[src/rtl/core/ksb_pkg.sv]
// Shared types, codes and constants of the keyed slot table with billing.
`default_nettype none

package ksb_pkg;

    localparam int SLOTS_DEFAULT = 64;

    localparam logic [7:0]  FEE_RESET = 8'd5;
    localparam logic [19:0] HOURS_MAX = 20'hFFFFF;
    localparam logic [27:0] FEE_MAX   = 28'hFFFFFFF;

    // One hour is 3600 s = 16 * 225 s: a shift by four, then a reciprocal multiply.
    localparam int          SEC_SHIFT   = 4;
    localparam logic [7:0]  HOUR_DIV    = 8'd225;
    localparam int          RECIP_SHIFT = 36;
    localparam logic [28:0] RECIP_225   = 29'd305419896;

    localparam logic [1:0] ACT_ENTER       = 2'd0;
    localparam logic [1:0] ACT_LEAVE       = 2'd1;
    localparam logic [1:0] ACT_QUERY_SLOT  = 2'd2;
    localparam logic [1:0] ACT_QUERY_PLATE = 2'd3;

    localparam logic [1:0] STS_OK        = 2'd0;
    localparam logic [1:0] STS_FULL      = 2'd1;
    localparam logic [1:0] STS_NOT_FOUND = 2'd2;
    localparam logic [1:0] STS_RANGE     = 2'd3;

    typedef struct packed {
        logic [1:0]  action;
        logic [63:0] plate_low;
        logic [7:0]  plate_high;
        logic [7:0]  slot_asked;
        logic [31:0] now_seconds;
    } req_t;

    typedef struct packed {
        logic [1:0]  status;
        logic [5:0]  slot_index;
        logic        occupied;
        logic [63:0] found_plate_low;
        logic [7:0]  found_plate_high;
        logic [19:0] hours_parked;
        logic [27:0] fee_due;
        logic [6:0]  free_slots;
    } rsp_t;

    typedef struct packed {
        logic [63:0] plate_low;
        logic [7:0]  plate_high;
        logic [31:0] entry_time;
    } entry_t;

    typedef enum logic [3:0] {
        RES_NONE,
        RES_FULL,
        RES_GRANT,
        RES_NOT_FOUND,
        RES_RANGE,
        RES_SLOT,
        RES_FOUND,
        RES_FREED,
        RES_BILL
    } res_op_t;

    typedef struct packed {
        logic    load;
        logic    scan_clear;
        logic    step;
        logic    rd_asked;
        res_op_t res_op;
        logic    publish;
    } cmd_t;

    typedef struct packed {
        logic [1:0] action;
        logic       asked_bad;
        logic       ptr_end;
        logic       ptr_free;
        logic       hit;
        logic       cmp_last;
        logic       out_free;
    } sts_t;

endpackage

`default_nettype wire

[src/rtl/core/ksb_ctrl.sv]
// Controller: sequences one request through scan, billing and response hand-off.
`default_nettype none

module ksb_ctrl
    import ksb_pkg::*;
(
    input  logic clk,
    input  logic rst_n,
    input  logic req_valid,
    output logic req_ready,
    input  sts_t sts,
    output cmd_t cmd
);

    localparam logic [3:0] ST_IDLE   = 4'd0;
    localparam logic [3:0] ST_START  = 4'd1;
    localparam logic [3:0] ST_FREE   = 4'd2;
    localparam logic [3:0] ST_PLATE  = 4'd3;
    localparam logic [3:0] ST_SLOT   = 4'd4;
    localparam logic [3:0] ST_DIV_Q  = 4'd5;
    localparam logic [3:0] ST_DIV_P  = 4'd6;
    localparam logic [3:0] ST_DIV_H  = 4'd7;
    localparam logic [3:0] ST_DIV_F  = 4'd8;
    localparam logic [3:0] ST_BILL   = 4'd9;
    localparam logic [3:0] ST_FINISH = 4'd10;

    logic [3:0] state_reg;
    logic [3:0] state_next;

    always_ff @(posedge clk or negedge rst_n)
    begin
        if (!rst_n)
        begin
            state_reg <= ST_IDLE;
        end
        else
        begin
            state_reg <= state_next;
        end
    end

    assign req_ready = (state_reg == ST_IDLE);

    always_comb
    begin
        cmd        = '0;
        cmd.res_op = RES_NONE;
        state_next = state_reg;

        unique case (state_reg)
            ST_IDLE:
            begin
                if (req_valid)
                begin
                    cmd.load   = 1'b1;
                    state_next = ST_START;
                end
            end
            ST_START:
            begin
                unique case (sts.action)
                    ACT_ENTER:
                    begin
                        cmd.scan_clear = 1'b1;
                        state_next     = ST_FREE;
                    end
                    ACT_LEAVE, ACT_QUERY_PLATE:
                    begin
                        cmd.scan_clear = 1'b1;
                        state_next     = ST_PLATE;
                    end
                    ACT_QUERY_SLOT:
                    begin
                        if (sts.asked_bad)
                        begin
                            cmd.res_op = RES_RANGE;
                            state_next = ST_FINISH;
                        end
                        else
                        begin
                            cmd.rd_asked = 1'b1;
                            state_next   = ST_SLOT;
                        end
                    end
                    default:
                    begin
                        state_next = ST_IDLE;
                    end
                endcase
            end
            ST_FREE:
            begin
                priority if (sts.ptr_end)
                begin
                    cmd.res_op = RES_FULL;
                    state_next = ST_FINISH;
                end
                else if (sts.ptr_free)
                begin
                    cmd.res_op = RES_GRANT;
                    state_next = ST_FINISH;
                end
                else
                begin
                    cmd.step = 1'b1;
                end
            end
            ST_PLATE:
            begin
                // Reads run one slot ahead of the compare.
                priority if (sts.hit)
                begin
                    if (sts.action == ACT_LEAVE)
                    begin
                        cmd.res_op = RES_FREED;
                        state_next = ST_DIV_Q;
                    end
                    else
                    begin
                        cmd.res_op = RES_FOUND;
                        state_next = ST_FINISH;
                    end
                end
                else if (sts.cmp_last)
                begin
                    cmd.res_op = RES_NOT_FOUND;
                    state_next = ST_FINISH;
                end
                else
                begin
                    cmd.step = 1'b1;
                end
            end
            ST_SLOT:
            begin
                cmd.res_op = RES_SLOT;
                state_next = ST_FINISH;
            end
            ST_DIV_Q:
            begin
                state_next = ST_DIV_P;
            end
            ST_DIV_P:
            begin
                state_next = ST_DIV_H;
            end
            ST_DIV_H:
            begin
                state_next = ST_DIV_F;
            end
            ST_DIV_F:
            begin
                state_next = ST_BILL;
            end
            ST_BILL:
            begin
                cmd.res_op = RES_BILL;
                state_next = ST_FINISH;
            end
            ST_FINISH:
            begin
                if (sts.out_free)
                begin
                    cmd.publish = 1'b1;
                    state_next  = ST_IDLE;
                end
            end
            default:
            begin
                state_next = ST_IDLE;
            end
        endcase
    end

endmodule

`default_nettype wire

[config.mk]
export PLATFORM = sky130hd
export DESIGN_NAME = ksb_ctrl
export DESIGN_NICKNAME = d
export VERILOG_FILES = /design/src/rtl/core/ksb_pkg.sv /design/src/rtl/core/ksb_ctrl.sv
export SDC_FILE = /design/constraint.sdc
export NUM_CORES = 1
export LEC_CHECK = 0
export ABC_CLOCK_PERIOD_IN_PS = 3410
export BUFFER_PORTS_ARGS = -buffer_cell sky130_fd_sc_hd__buf_2
export CAP_MARGIN = 20
export CORE_MARGIN = 1.5
export CORE_UTILIZATION = 35
export CTS_BUF_LIST = sky130_fd_sc_hd__clkbuf_16
export DETAILED_ROUTE_END_ITERATION = 6
export PLACE_DENSITY = 0.66
export SLEW_MARGIN = 20
export SYNTH_ARGS = -nofsm -noshare
export SYNTH_HDL_FRONTEND = slang
export SYNTH_SLANG_ARGS = --single-unit
[constraint.sdc]
create_clock -name clk -period 3.41 [get_ports clk]
set_input_delay 0.341 -clock clk [delete_from_list [all_inputs] [get_ports clk]]
set_output_delay 0.341 -clock clk [all_outputs]
set_load 0.02 [all_outputs]
* Yosys cells after proc, flatten, opt, wreduce, memory -nomap -nowiden
Cells that the tools add are included.
** Storage, ports and cells
- Register bits :: 4
- Input port bits :: 11
- Output and inout bits :: 10
- Word-level logic and storage cells :: 55
** Cells by class
- Reductions and logical operators :: 6
- Equality and inequality tests :: 17
- Multiplexer cells :: 31
** Operators by type and width (number)
- case mux 4 bit (10 select lines) :: 1
- 2-to-1 mux 4 bit :: 9
- case mux 4 bit (5 select lines) :: 1
- == test 4 x 3 -> 1 bit (second input constant) :: 4
- 2-to-1 mux 1 bit :: 13
- == test 4 bit (second input constant) :: 3
- case mux 4 bit (3 select lines) :: 1
- == test 4 x 2 -> 1 bit (second input constant) :: 2
- 2-to-1 mux 2 bit :: 3
- != test 3 bit (second input constant) :: 2
- 2-to-1 mux 5 bit :: 1
- == test 2 bit (second input constant) :: 2
- == test 4 x 1 -> 1 bit (second input constant) :: 1
- zero test 4 bit :: 1
- != test 2 bit (second input constant) :: 2
- AND reduction 4 bit :: 1
- OR reduction 2 bit :: 2
- 2-to-1 mux 3 bit :: 1
- OR reduction 3 bit :: 1
- == test 2 x 1 -> 1 bit (second input constant) :: 1
- zero test 2 bit :: 1
- case mux 1 bit (2 select lines) :: 1

* Longest topological paths before layout
Gate-level depths: netlist of run 1.
- Depth in word-level cells :: 4
- Mapped depth :: 5
- Mapped depth without buffers :: 4

* Worst setup path before layout of run 1
OpenSTA, ideal clock, no wires.
- Path kind :: reg2out
- Start point :: reg state_reg[0]
- End point :: out cmd[8] (netlist name)
- Stages on the path, launching flop included :: 5
- Path slack :: 1324 ps
- Data arrival time :: 1745 ps
- Path buffers :: 2
- Path through :: dfrtp_1 > buf_6 > clkbuf_1 > nor4_1 > and2_1
** RTL lines
- start: declaration :: RTL line ksb_ctrl.sv:27 : logic [3:0] state_reg;
- start signal: assignment :: RTL line ksb_ctrl.sv:38 : state_reg <= state_next;
- end: declaration :: RTL line ksb_ctrl.sv:12 : output cmd_t cmd

==> results of run 1 <==
[cells in the final DEF (no fill, tap or decap), drive strengths merged, types with 3 or more instances in the layout]
master and n:
a21oi 6, nor4 3, nor2b 4, clkbuf 3
buf 20, inv 5, nand2 3, dfrtp 4
nor2 6, o21ai 3
[worst max-delay path: cells and delay by family (launching register included)]
| family | cells | cell delay, ns |
|---|---|---|
| AND/OR/NAND/NOR | 2 | 0.51 |
| buffers and inverters | 1 | 0.17 |
| AO/OA/AOI/OAI | 1 | 0.15 |
| flip-flops | 1 | 0.66 |
[cell type report]
type / count / area [um2] / area share, %
multi-input combinational: 52 / 359 / 52.7
timing repair buffer: 21 / 110 / 16.1
sequential: 4 / 100 / 14.7
clock buffer: 3 / 75.1 / 11.0
inverter: 5 / 18.8 / 2.75
tap: 15 / 18.8 / 2.75
[layer usage]
layer  global-route usage (%)  up-vias
li1                         -      291
met1                     24.0      224
met2                     24.2       22
met3                     3.26        0
met4                     2.42        0
met5                        0        -
[where the power goes]
| group | internal, W | total [W] | switching [W] |
|---|---|---|---|
| Combinational | 0.000161 | 0.000332 | 0.000171 |
| Sequential | 0.0000681 | 0.000155 | 0.0000872 |
| Clock | 0.000150 | 0.000180 | 0.0000308 |
| Total | 0.000379 | 0.000668 | 0.000289 |
[kinds of logic (layout without fill, tap and decap cells)]
logic type / Yosys count / after routing / synth area share, %
simple gates: 27 / 27 / 30.2
compound gates: 22 / 22 / 33.7
buf+inv: 11 / 29 / 9.83
flops: 4 / 4 / 19.7
mux: 2 / 2 / 4.91
xor+xnor: 1 / 1 / 1.72
[per-stage QoR]
| stage | utilization [%] | cell area (um2) | instances |
|---|---|---|---|
| after global placement | 44.7 | 597 | 96 |
| after detailed placement | 44.7 | 597 | 96 |
| after global routing | 51.1 | 682 | 100 |
| after CTS | 51.1 | 682 | 100 |
| final | 51.1 | 682 | 100 |
| after floorplan | - | 509 | 67 |
[final timing paths]
| path | endpoint | slack, ns | cells past startpoint |
|---|---|---|---|
| max in group asynchronous | state_reg[1] | 2.83 | 2 |
| min in group asynchronous | state_reg[2] | 0.46 | 2 |
| max | cmd[6] | 1.35 | 4 |
| min reg2reg | state_reg[2] | 0.74 | 1 |
| max reg2reg | state_reg[1] | 1.56 | 4 |
| min | state_reg[3] | 0.34 | 2 |
==> impl_metrics.prom, run 1 <==
# TYPE chip_impl_metric gauge
chip_impl_metric{name="worst-endpoint-required",unit="ns"} 3.07
chip_impl_metric{name="place_worst_setup_slack",unit="ns"} 1.54
chip_impl_info{name="top_ff_cell_synth",value="sky130_fd_sc_hd__dfrtp_1"} 1
chip_impl_info{name="cp_cell_sequence",value="or3b_1 -> o31a_2 -> nor2_1 -> buf_2"} 1
chip_impl_metric{name="vdd.ir_drop.worst",unit="V"} 0.000451
chip_impl_metric{name="synth_seq_area_share",unit="%"} 19.7
chip_impl_metric{name="setup-violations-final",unit=""} 0
chip_impl_info{name="cpMaxStageDelayCell",value="sky130_fd_sc_hd__dfrtp_1"} 1
chip_impl_metric{name="setup_total_negative_slack",unit="ns"} 0
chip_impl_metric{name="synth_edf_count",unit=""} 0
chip_impl_metric{name="post_synth_inst_count",unit=""} 67
chip_impl_metric{name="ys_async_sr_fraction",unit="%"} 100
chip_impl_metric{name="final-max-slew-violation-count",unit=""} 0
chip_impl_info{name="highest_layer",value="met3"} 1
chip_impl_metric{name="design.die.area",unit="um2"} 1690
chip_impl_info{name="cts_tree",value="built"} 1
chip_impl_metric{name="hold_violations",unit=""} 0
chip_impl_metric{name="cts_hold_repair.buffers",unit=""} 1
chip_impl_metric{name="cap_violations",unit=""} 0
chip_impl_metric{name="post_cts_resized",unit=""} 0
chip_impl_metric{name="synthesis.area_per_instance",unit="um2"} 7.60
chip_impl_info{name="regToRegStartpoint",value="state_reg[0]"} 1
chip_impl_info{name="timing.hold.worst.class",value="input port to flip-flop"} 1
chip_impl_info{name="setup_crit_start",value="state_reg[0]"} 1
chip_impl_metric{name="cts.clk_slew.worst_paths",unit="ns"} 0.03
chip_impl_metric{name="chipWidth",unit="um"} 41.1
chip_impl_info{name="crit_path_end_kind",value="primary output"} 1
chip_impl_metric{name="timing_worst_slew_pin_value",unit="ns"} 0.530
chip_impl_metric{name="drt_first_pass_iters",unit=""} 4
chip_impl_metric{name="mappedNetlistNets",unit=""} 78
chip_impl_metric{name="met2_length",unit="um"} 536
chip_impl_metric{name="boundaryPins",unit=""} 21
chip_impl_info{name="synth.top_cells.by_area",value="sky130_fd_sc_hd__dfrtp_1, sky130_fd_sc_hd__a21oi_1, sky130_fd_sc_hd__o32ai_4"} 1
chip_impl_metric{name="antenna_found_initial",unit=""} 0
chip_impl_metric{name="globalRouteTotalUtil",unit="%"} 16.2
chip_impl_info{name="rsz_0062_raised_after_global_routing",value="no"} 1
chip_impl_metric{name="p_leak",unit="nW"} 0.319
chip_impl_info{name="outcome",value="finished, final reports clean"} 1
chip_impl_info{name="worst_hold_startpoint",value="sts[0]"} 1
chip_impl_metric{name="largest_net_degree_at_the_start_of_global_routing",unit=""} 18
chip_impl_metric{name="finalPower",unit="W"} 0.000668
chip_impl_metric{name="drt_iter0_markers",unit=""} 9
chip_impl_metric{name="wire_per_inst",unit="um"} 12.4
chip_impl_metric{name="area.growth.synth_to_final",unit="%"} 33.9
chip_impl_metric{name="drt_wl_total",unit="mm"} 1.24
chip_impl_metric{name="power_density",unit="nW/um2"} 979
chip_impl_metric{name="clock_sinks",unit=""} 4
chip_impl_metric{name="achievable-frequency",unit="MHz"} 486
chip_impl_metric{name="yosys.area.top_type_share",unit="%"} 19.7
chip_impl_metric{name="drcViolationCount",unit=""} 0
chip_impl_metric{name="wl_met1",unit="um"} 616
chip_impl_metric{name="layout_min_cycle_time",unit="ns"} 2.06
chip_impl_metric{name="max_slew_margin",unit="%"} 64.6
chip_impl_metric{name="drive_above_1_share",unit="%"} 31.8
chip_impl_metric{name="initial_core_util",unit="%"} 38.2
chip_impl_metric{name="gr-total-overflow",unit=""} 0
chip_impl_metric{name="synth.cell_area",unit="um2"} 509
chip_impl_metric{name="placement.io_buffers",unit=""} 20
chip_impl_info{name="top_post_synthesis_cells_by_count",value="sky130_fd_sc_hd__a21oi_1, sky130_fd_sc_hd__nor2_1, sky130_fd_sc_hd__inv_1"} 1
chip_impl_metric{name="post-route-period-util",unit="%"} 60.3
chip_impl_metric{name="largest_reg_flops",unit=""} 4
chip_impl_metric{name="die_h",unit="um"} 41.1
chip_impl_metric{name="dr_wl_met3",unit="um"} 85
chip_impl_metric{name="cts-buffers-inserted",unit=""} 3
chip_impl_metric{name="fillers",unit=""} 134
chip_impl_metric{name="worst-endpoint-arrival",unit="ns"} 1.72
chip_impl_metric{name="grt_first_pass_wirelength",unit="mm"} 1.84
chip_impl_metric{name="cts-root-to-sink-buffers",unit=""} 2
chip_impl_metric{name="ys_ff_latch",unit=""} 4
chip_impl_metric{name="worst_skew_pair.late_latency",unit="ns"} 0.22
chip_impl_metric{name="synth_cell_type_count",unit=""} 34
chip_impl_metric{name="synthesis.yosys.warnings",unit=""} 0
chip_impl_metric{name="layout.nets",unit=""} 98
chip_impl_metric{name="cp_slowest_stage_delay",unit="ns"} 0.66
chip_impl_metric{name="floorplan.core_area",unit="um2"} 1330
chip_impl_metric{name="place_congestion",unit=""} 0.798
chip_impl_metric{name="dp_hpwl",unit="um"} 907
chip_impl_metric{name="floorplan.rows",unit=""} 13
chip_impl_metric{name="timing.final.ws_setup",unit="ns"} 1.35
chip_impl_info{name="dominant_cell_type_by_area_after_synthesis",value="sky130_fd_sc_hd__dfrtp_1"} 1
chip_impl_metric{name="antenna_violating_nets_left",unit=""} 0
chip_impl_metric{name="hold_worst_slack",unit="ns"} 0.336
chip_impl_metric{name="antenna_cells_inserted",unit=""} 0
chip_impl_metric{name="first_global_vias",unit=""} 411
chip_impl_metric{name="critical_path.max_fanout",unit=""} 17
chip_impl_metric{name="vias",unit=""} 537
chip_impl_info{name="worstSetupPathType",value="flip-flop to primary output"} 1
chip_impl_metric{name="fin_skew",unit="ns"} 0.00184
chip_impl_metric{name="cts_setup_buffers",unit=""} 0
chip_impl_metric{name="htree_num_levels",unit=""} 1
chip_impl_info{name="timing.critical_path.from_type",value="flip-flop"} 1
chip_impl_info{name="cts-root-buf",value="sky130_fd_sc_hd__clkbuf_16"} 1
chip_impl_metric{name="route.detailed.vias_per_inst",unit=""} 5.37
Note: power is estimated with default switching activity, not from simulation.
==> inputs of run 2 (changes only) <==
Settings changed: ABC_AREA set to 1, ABC_CLOCK_PERIOD_IN_PS 3410 to 1700, PLACE_DENSITY 0.66 to 0.7.
Clock period 3.41 ns to 1.7 ns, I/O delays scaled along.
==> run 2 against run 1 <==
Compared with the run above:
- cell area decreased by 2.6%
- count of clock-buffer cells in the layout unchanged
- combinational power increased by 97%
- register-to-register slack got worse by 1.2 ns
- utilization increased by 5.6 points
- worst hold slack got worse by 0.099 ns
- die area decreased by 8.7%
==> impl_metrics.prom, run 2 <==
# TYPE chip_impl_metric gauge
chip_impl_metric{name="setup_total_negative_slack",unit="ns"} 0
chip_impl_metric{name="fin_util",unit="%"} 56.7
chip_impl_info{name="top_ff_cell_synth",value="sky130_fd_sc_hd__dfrtp_1"} 1
chip_impl_metric{name="wire_per_inst",unit="um"} 9.89
chip_impl_metric{name="initial_core_util",unit="%"} 39.4
chip_impl_metric{name="globalRouteTotalUtil",unit="%"} 18.4
chip_impl_metric{name="place_congestion",unit=""} 0.884
chip_impl_metric{name="dp_hpwl",unit="um"} 989
chip_impl_info{name="r2r-end",value="state_reg[1]"} 1
chip_impl_metric{name="net_load_switching_power",unit="W"} 0.000550
chip_impl_metric{name="gr-total-overflow",unit=""} 0
chip_impl_metric{name="worst_hold_path.num_cells",unit=""} 4
chip_impl_metric{name="vias",unit=""} 588
chip_impl_info{name="post-synth-top-count-cell",value="sky130_fd_sc_hd__nand2_1"} 1
chip_impl_metric{name="final_cell_count_no_fill",unit=""} 123
chip_impl_info{name="cts-root-buf",value="sky130_fd_sc_hd__clkbuf_16"} 1
chip_impl_metric{name="hold_worst_slack",unit="ns"} 0.238
chip_impl_metric{name="timing_worst_slew_pin_value",unit="ns"} 0.330
chip_impl_info{name="most_common_cell_after_layout_fill_and_taps_aside",value="sky130_fd_sc_hd__nand2_1"} 1
chip_impl_metric{name="layout.nets",unit=""} 122
chip_impl_metric{name="chipWidth",unit="um"} 39.3
chip_impl_metric{name="die_h",unit="um"} 39.3
chip_impl_info{name="cp_cell_sequence",value="inv_1 -> nand2_1 -> nor2_2 -> a31o_2 -> buf_2"} 1
chip_impl_metric{name="ff2ff_setup_slack",unit="ns"} 0.34
chip_impl_metric{name="post_synth_inst_count",unit=""} 85
chip_impl_info{name="crit_path_end_kind",value="primary output"} 1
chip_impl_info{name="timing.critical_path.from_type",value="flip-flop"} 1
chip_impl_metric{name="antenna_cells_inserted",unit=""} 0
chip_impl_metric{name="max_slew_margin",unit="%"} 77.7
chip_impl_metric{name="worst-endpoint-required",unit="ns"} 1.53
chip_impl_metric{name="dr_wl_met3",unit="um"} 73
chip_impl_metric{name="power_frac_clock",unit="%"} 30.0
chip_impl_info{name="cts_tree",value="built"} 1
chip_impl_metric{name="synth_cell_type_count",unit=""} 14
chip_impl_info{name="cpMaxStageDelayCell",value="sky130_fd_sc_hd__dfrtp_1"} 1
chip_impl_metric{name="synth_simple_gate_area_share",unit="%"} 59.1
chip_impl_metric{name="drt_iter0_markers",unit=""} 26
chip_impl_metric{name="antenna_violating_nets_left",unit=""} 0
chip_impl_metric{name="route.detailed.vias_per_inst",unit=""} 4.78
chip_impl_metric{name="worst-endpoint-arrival",unit="ns"} 1.40
chip_impl_info{name="highest_layer",value="met3"} 1
chip_impl_metric{name="synth_compound_gate_area_share",unit="%"} 7.86
chip_impl_metric{name="synthesis.area_per_instance",unit="um2"} 5.43
chip_impl_metric{name="drcViolationCount",unit=""} 0
chip_impl_metric{name="ys_async_sr_fraction",unit="%"} 100
chip_impl_metric{name="design.die.area",unit="um2"} 1550
chip_impl_metric{name="synth_edf_count",unit=""} 0
chip_impl_info{name="worst_hold_startpoint",value="sts[1]"} 1
chip_impl_metric{name="setup-violations-final",unit=""} 0
chip_impl_metric{name="p_int",unit="W"} 0.000658
chip_impl_metric{name="synth.cell_area",unit="um2"} 462
chip_impl_metric{name="comb_power_share",unit="%"} 54.2
chip_impl_metric{name="vdd.ir_drop.worst",unit="V"} 0.00110
chip_impl_metric{name="seq_power_share",unit="%"} 15.8
chip_impl_metric{name="timing.final.ws_setup",unit="ns"} 0.130
chip_impl_info{name="dominant_cell_type_by_area_after_synthesis",value="sky130_fd_sc_hd__nand2_1"} 1
chip_impl_info{name="worstSetupPathType",value="flip-flop to primary output"} 1
chip_impl_metric{name="post_synth_mux_area_share",unit="%"} 0
chip_impl_metric{name="yosys.area.top_type_share",unit="%"} 22.8
chip_impl_metric{name="largest_net_degree_at_the_start_of_global_routing",unit=""} 7
chip_impl_metric{name="mappedNetlistNets",unit=""} 96
chip_impl_metric{name="clock_sinks",unit=""} 4
chip_impl_metric{name="fin_skew",unit="ns"} 0.00235
chip_impl_metric{name="cts-root-to-sink-buffers",unit=""} 2
chip_impl_info{name="hold_path_end",value="state_reg[0]"} 1
chip_impl_metric{name="place_worst_setup_slack",unit="ns"} 0.363
chip_impl_metric{name="worst_skew_pair.late_latency",unit="ns"} 0.22
chip_impl_metric{name="cts.clk_slew.worst_paths",unit="ns"} 0.03
chip_impl_metric{name="placed_cells_incl_taps",unit=""} 119
chip_impl_metric{name="p_leak",unit="nW"} 0.434
chip_impl_metric{name="grt_first_pass_wirelength",unit="mm"} 1.90
chip_impl_metric{name="final-max-slew-violation-count",unit=""} 0
chip_impl_metric{name="layout_min_cycle_time",unit="ns"} 1.57
chip_impl_metric{name="switching_share",unit="%"} 45.5
chip_impl_info{name="most-common-layout-cells",value="sky130_fd_sc_hd__nand2_1, sky130_fd_sc_hd__buf_2, sky130_fd_sc_hd__inv_1, sky130_fd_sc_hd__nor2_1, sky130_fd_sc_hd__nand3_1"} 1
chip_impl_metric{name="hold_violations",unit=""} 0
chip_impl_metric{name="yosys.area_share.adder",unit="%"} 0
chip_impl_metric{name="antenna_found_initial",unit=""} 0
chip_impl_metric{name="floorplan.core_area",unit="um2"} 1170
chip_impl_metric{name="drt_first_pass_iters",unit=""} 4
chip_impl_metric{name="cts-buffers-inserted",unit=""} 3
chip_impl_metric{name="critical_path.max_fanout",unit=""} 5
chip_impl_info{name="synth.top_cells.by_area",value="sky130_fd_sc_hd__nand2_1, sky130_fd_sc_hd__dfrtp_1, sky130_fd_sc_hd__inv_1"} 1
chip_impl_metric{name="cap_violations",unit=""} 0
chip_impl_metric{name="cp_slowest_stage_delay",unit="ns"} 0.43
chip_impl_metric{name="achievable-frequency",unit="MHz"} 637
chip_impl_metric{name="floorplan.rows",unit=""} 12
chip_impl_metric{name="drive_above_1_share",unit="%"} 31.2
chip_impl_metric{name="area.growth.synth_to_final",unit="%"} 43.9
chip_impl_metric{name="htree_num_levels",unit=""} 1
chip_impl_metric{name="drt_wl_total",unit="mm"} 1.22
chip_impl_metric{name="power_density",unit="nW/um2"} 1820
chip_impl_metric{name="post-route-period-util",unit="%"} 92.3
chip_impl_info{name="rsz_0062_raised_after_global_routing",value="no"} 1
chip_impl_metric{name="first_global_vias",unit=""} 477
chip_impl_metric{name="synth_seq_area_share",unit="%"} 21.7
chip_impl_metric{name="fillers",unit=""} 118
chip_impl_info{name="regToRegStartpoint",value="state_reg[0]"} 1
chip_impl_metric{name="rr_worst_depth",unit=""} 6
chip_impl_info{name="outcome",value="finished, final reports clean"} 1
chip_impl_metric{name="ys_ff_latch",unit=""} 4
chip_impl_info{name="synth_top_family_by_area",value="simple AND/OR/NAND/NOR gates"} 1
chip_impl_metric{name="boundaryPins",unit=""} 21
chip_impl_metric{name="synthesis.yosys.warnings",unit=""} 0
chip_impl_info{name="timing.hold.worst.class",value="input port to flip-flop"} 1
chip_impl_metric{name="largest_reg_flops",unit=""} 4
chip_impl_metric{name="placement.io_buffers",unit=""} 20
chip_impl_metric{name="yosys.area_share.xor_xnor",unit="%"} 0
chip_impl_metric{name="met2_length",unit="um"} 598
chip_impl_info{name="top_post_synthesis_cells_by_count",value="sky130_fd_sc_hd__nand2_1, sky130_fd_sc_hd__inv_1, sky130_fd_sc_hd__nor2_1, sky130_fd_sc_hd__nand3_1, sky130_fd_sc_hd__nor2_2"} 1
chip_impl_metric{name="wl_met1",unit="um"} 545
-- run 2: cell count changes in the layout (fill, tap and decap cells not counted), moves of 5 or more --
| cell | before | now |
|---|---|---|
| sky130_fd_sc_hd__inv_1 | 5 | 14 |
| sky130_fd_sc_hd__nand3_1 | 2 | 8 |
| sky130_fd_sc_hd__nor2_1 | 6 | 11 |
| sky130_fd_sc_hd__nand2_1 | 3 | 28 |
| sky130_fd_sc_hd__nor2_2 | 0 | 6 |
-- run 2: layout make-up --
cell class	instances	area, um2	area share [%]
well taps	14	17.5	2.64
inverters	14	52.6	7.91
multi-input cells	67	309	46.5
clock buffers	3	75.1	11.3
repair buffers	21	110	16.6
flip-flops and latches	4	100	15.1
-- run 2: through the flow --
stage / cell area [um2] / power (W)
final: 664 / 0.00121
after CTS: 664 / 0.00121
after floorplan: 462 / 0.000673
after global placement: 579 / 0.000842
after detailed placement: 579 / 0.000841
after global routing: 664 / 0.00130
-- run 2: worst max path at each step --
stage / from / endpoint / slack [ns] / depth (start not counted)
6_report: state_reg[0] / cmd[2] / 0.13 / 5
5_1_grt: state_reg[2] / cmd[1] / 0.002 / 6
4_1_cts: state_reg[0] / cmd[2] / 0.13 / 5
3_5_place_dp: state_reg[0] / cmd[2] / 0.36 / 5
3_3_place_gp: state_reg[0] / cmd[3] / 0.36 / 7
2_1_floorplan: state_reg[0] / cmd[0] / 0.34 / 3
-- run 2: cell families after synthesis --
group	Yosys count
AO/OA/AOI/OAI	6
buffers and inverters	14
flip-flops	4
AND/OR/NAND/NOR	61
-- run 2: per-layer routing --
layer,global-route usage (%),up-vias
met5,0,-
met4,0,0
met3,5.11,0
met2,32.9,19
met1,23.0,256
li1,-,313
-- run 2: worst max-delay path, delay by kind of cell (launching register included) --
family                 cells  cell delay [ns]
and+or+nand+nor            2             0.32
DFF                        1             0.43
buffers and inverters      2             0.24
AOI/OAI and AO/OA          1             0.18
-- run 2: power groups by stage --
stage	registers, W	logic, W	clock network (W)
after global routing	0.000197	0.000728	0.000373
after global placement	0.000192	0.000650	0
after floorplan	0.000177	0.000496	0
after detailed placement	0.000190	0.000652	0
final	0.000191	0.000654	0.000362
after CTS	0.000188	0.000657	0.000367
-- run 2: timing repair --
| item | 4_1_cts | 5_1_grt |
|---|---|---|
| hold endpoints to repair | 4 | 0 |
| buffers inserted | 0 | 0 |
| gates resized for setup | 0 | 0 |
| hold buffers | 1 | 0 |
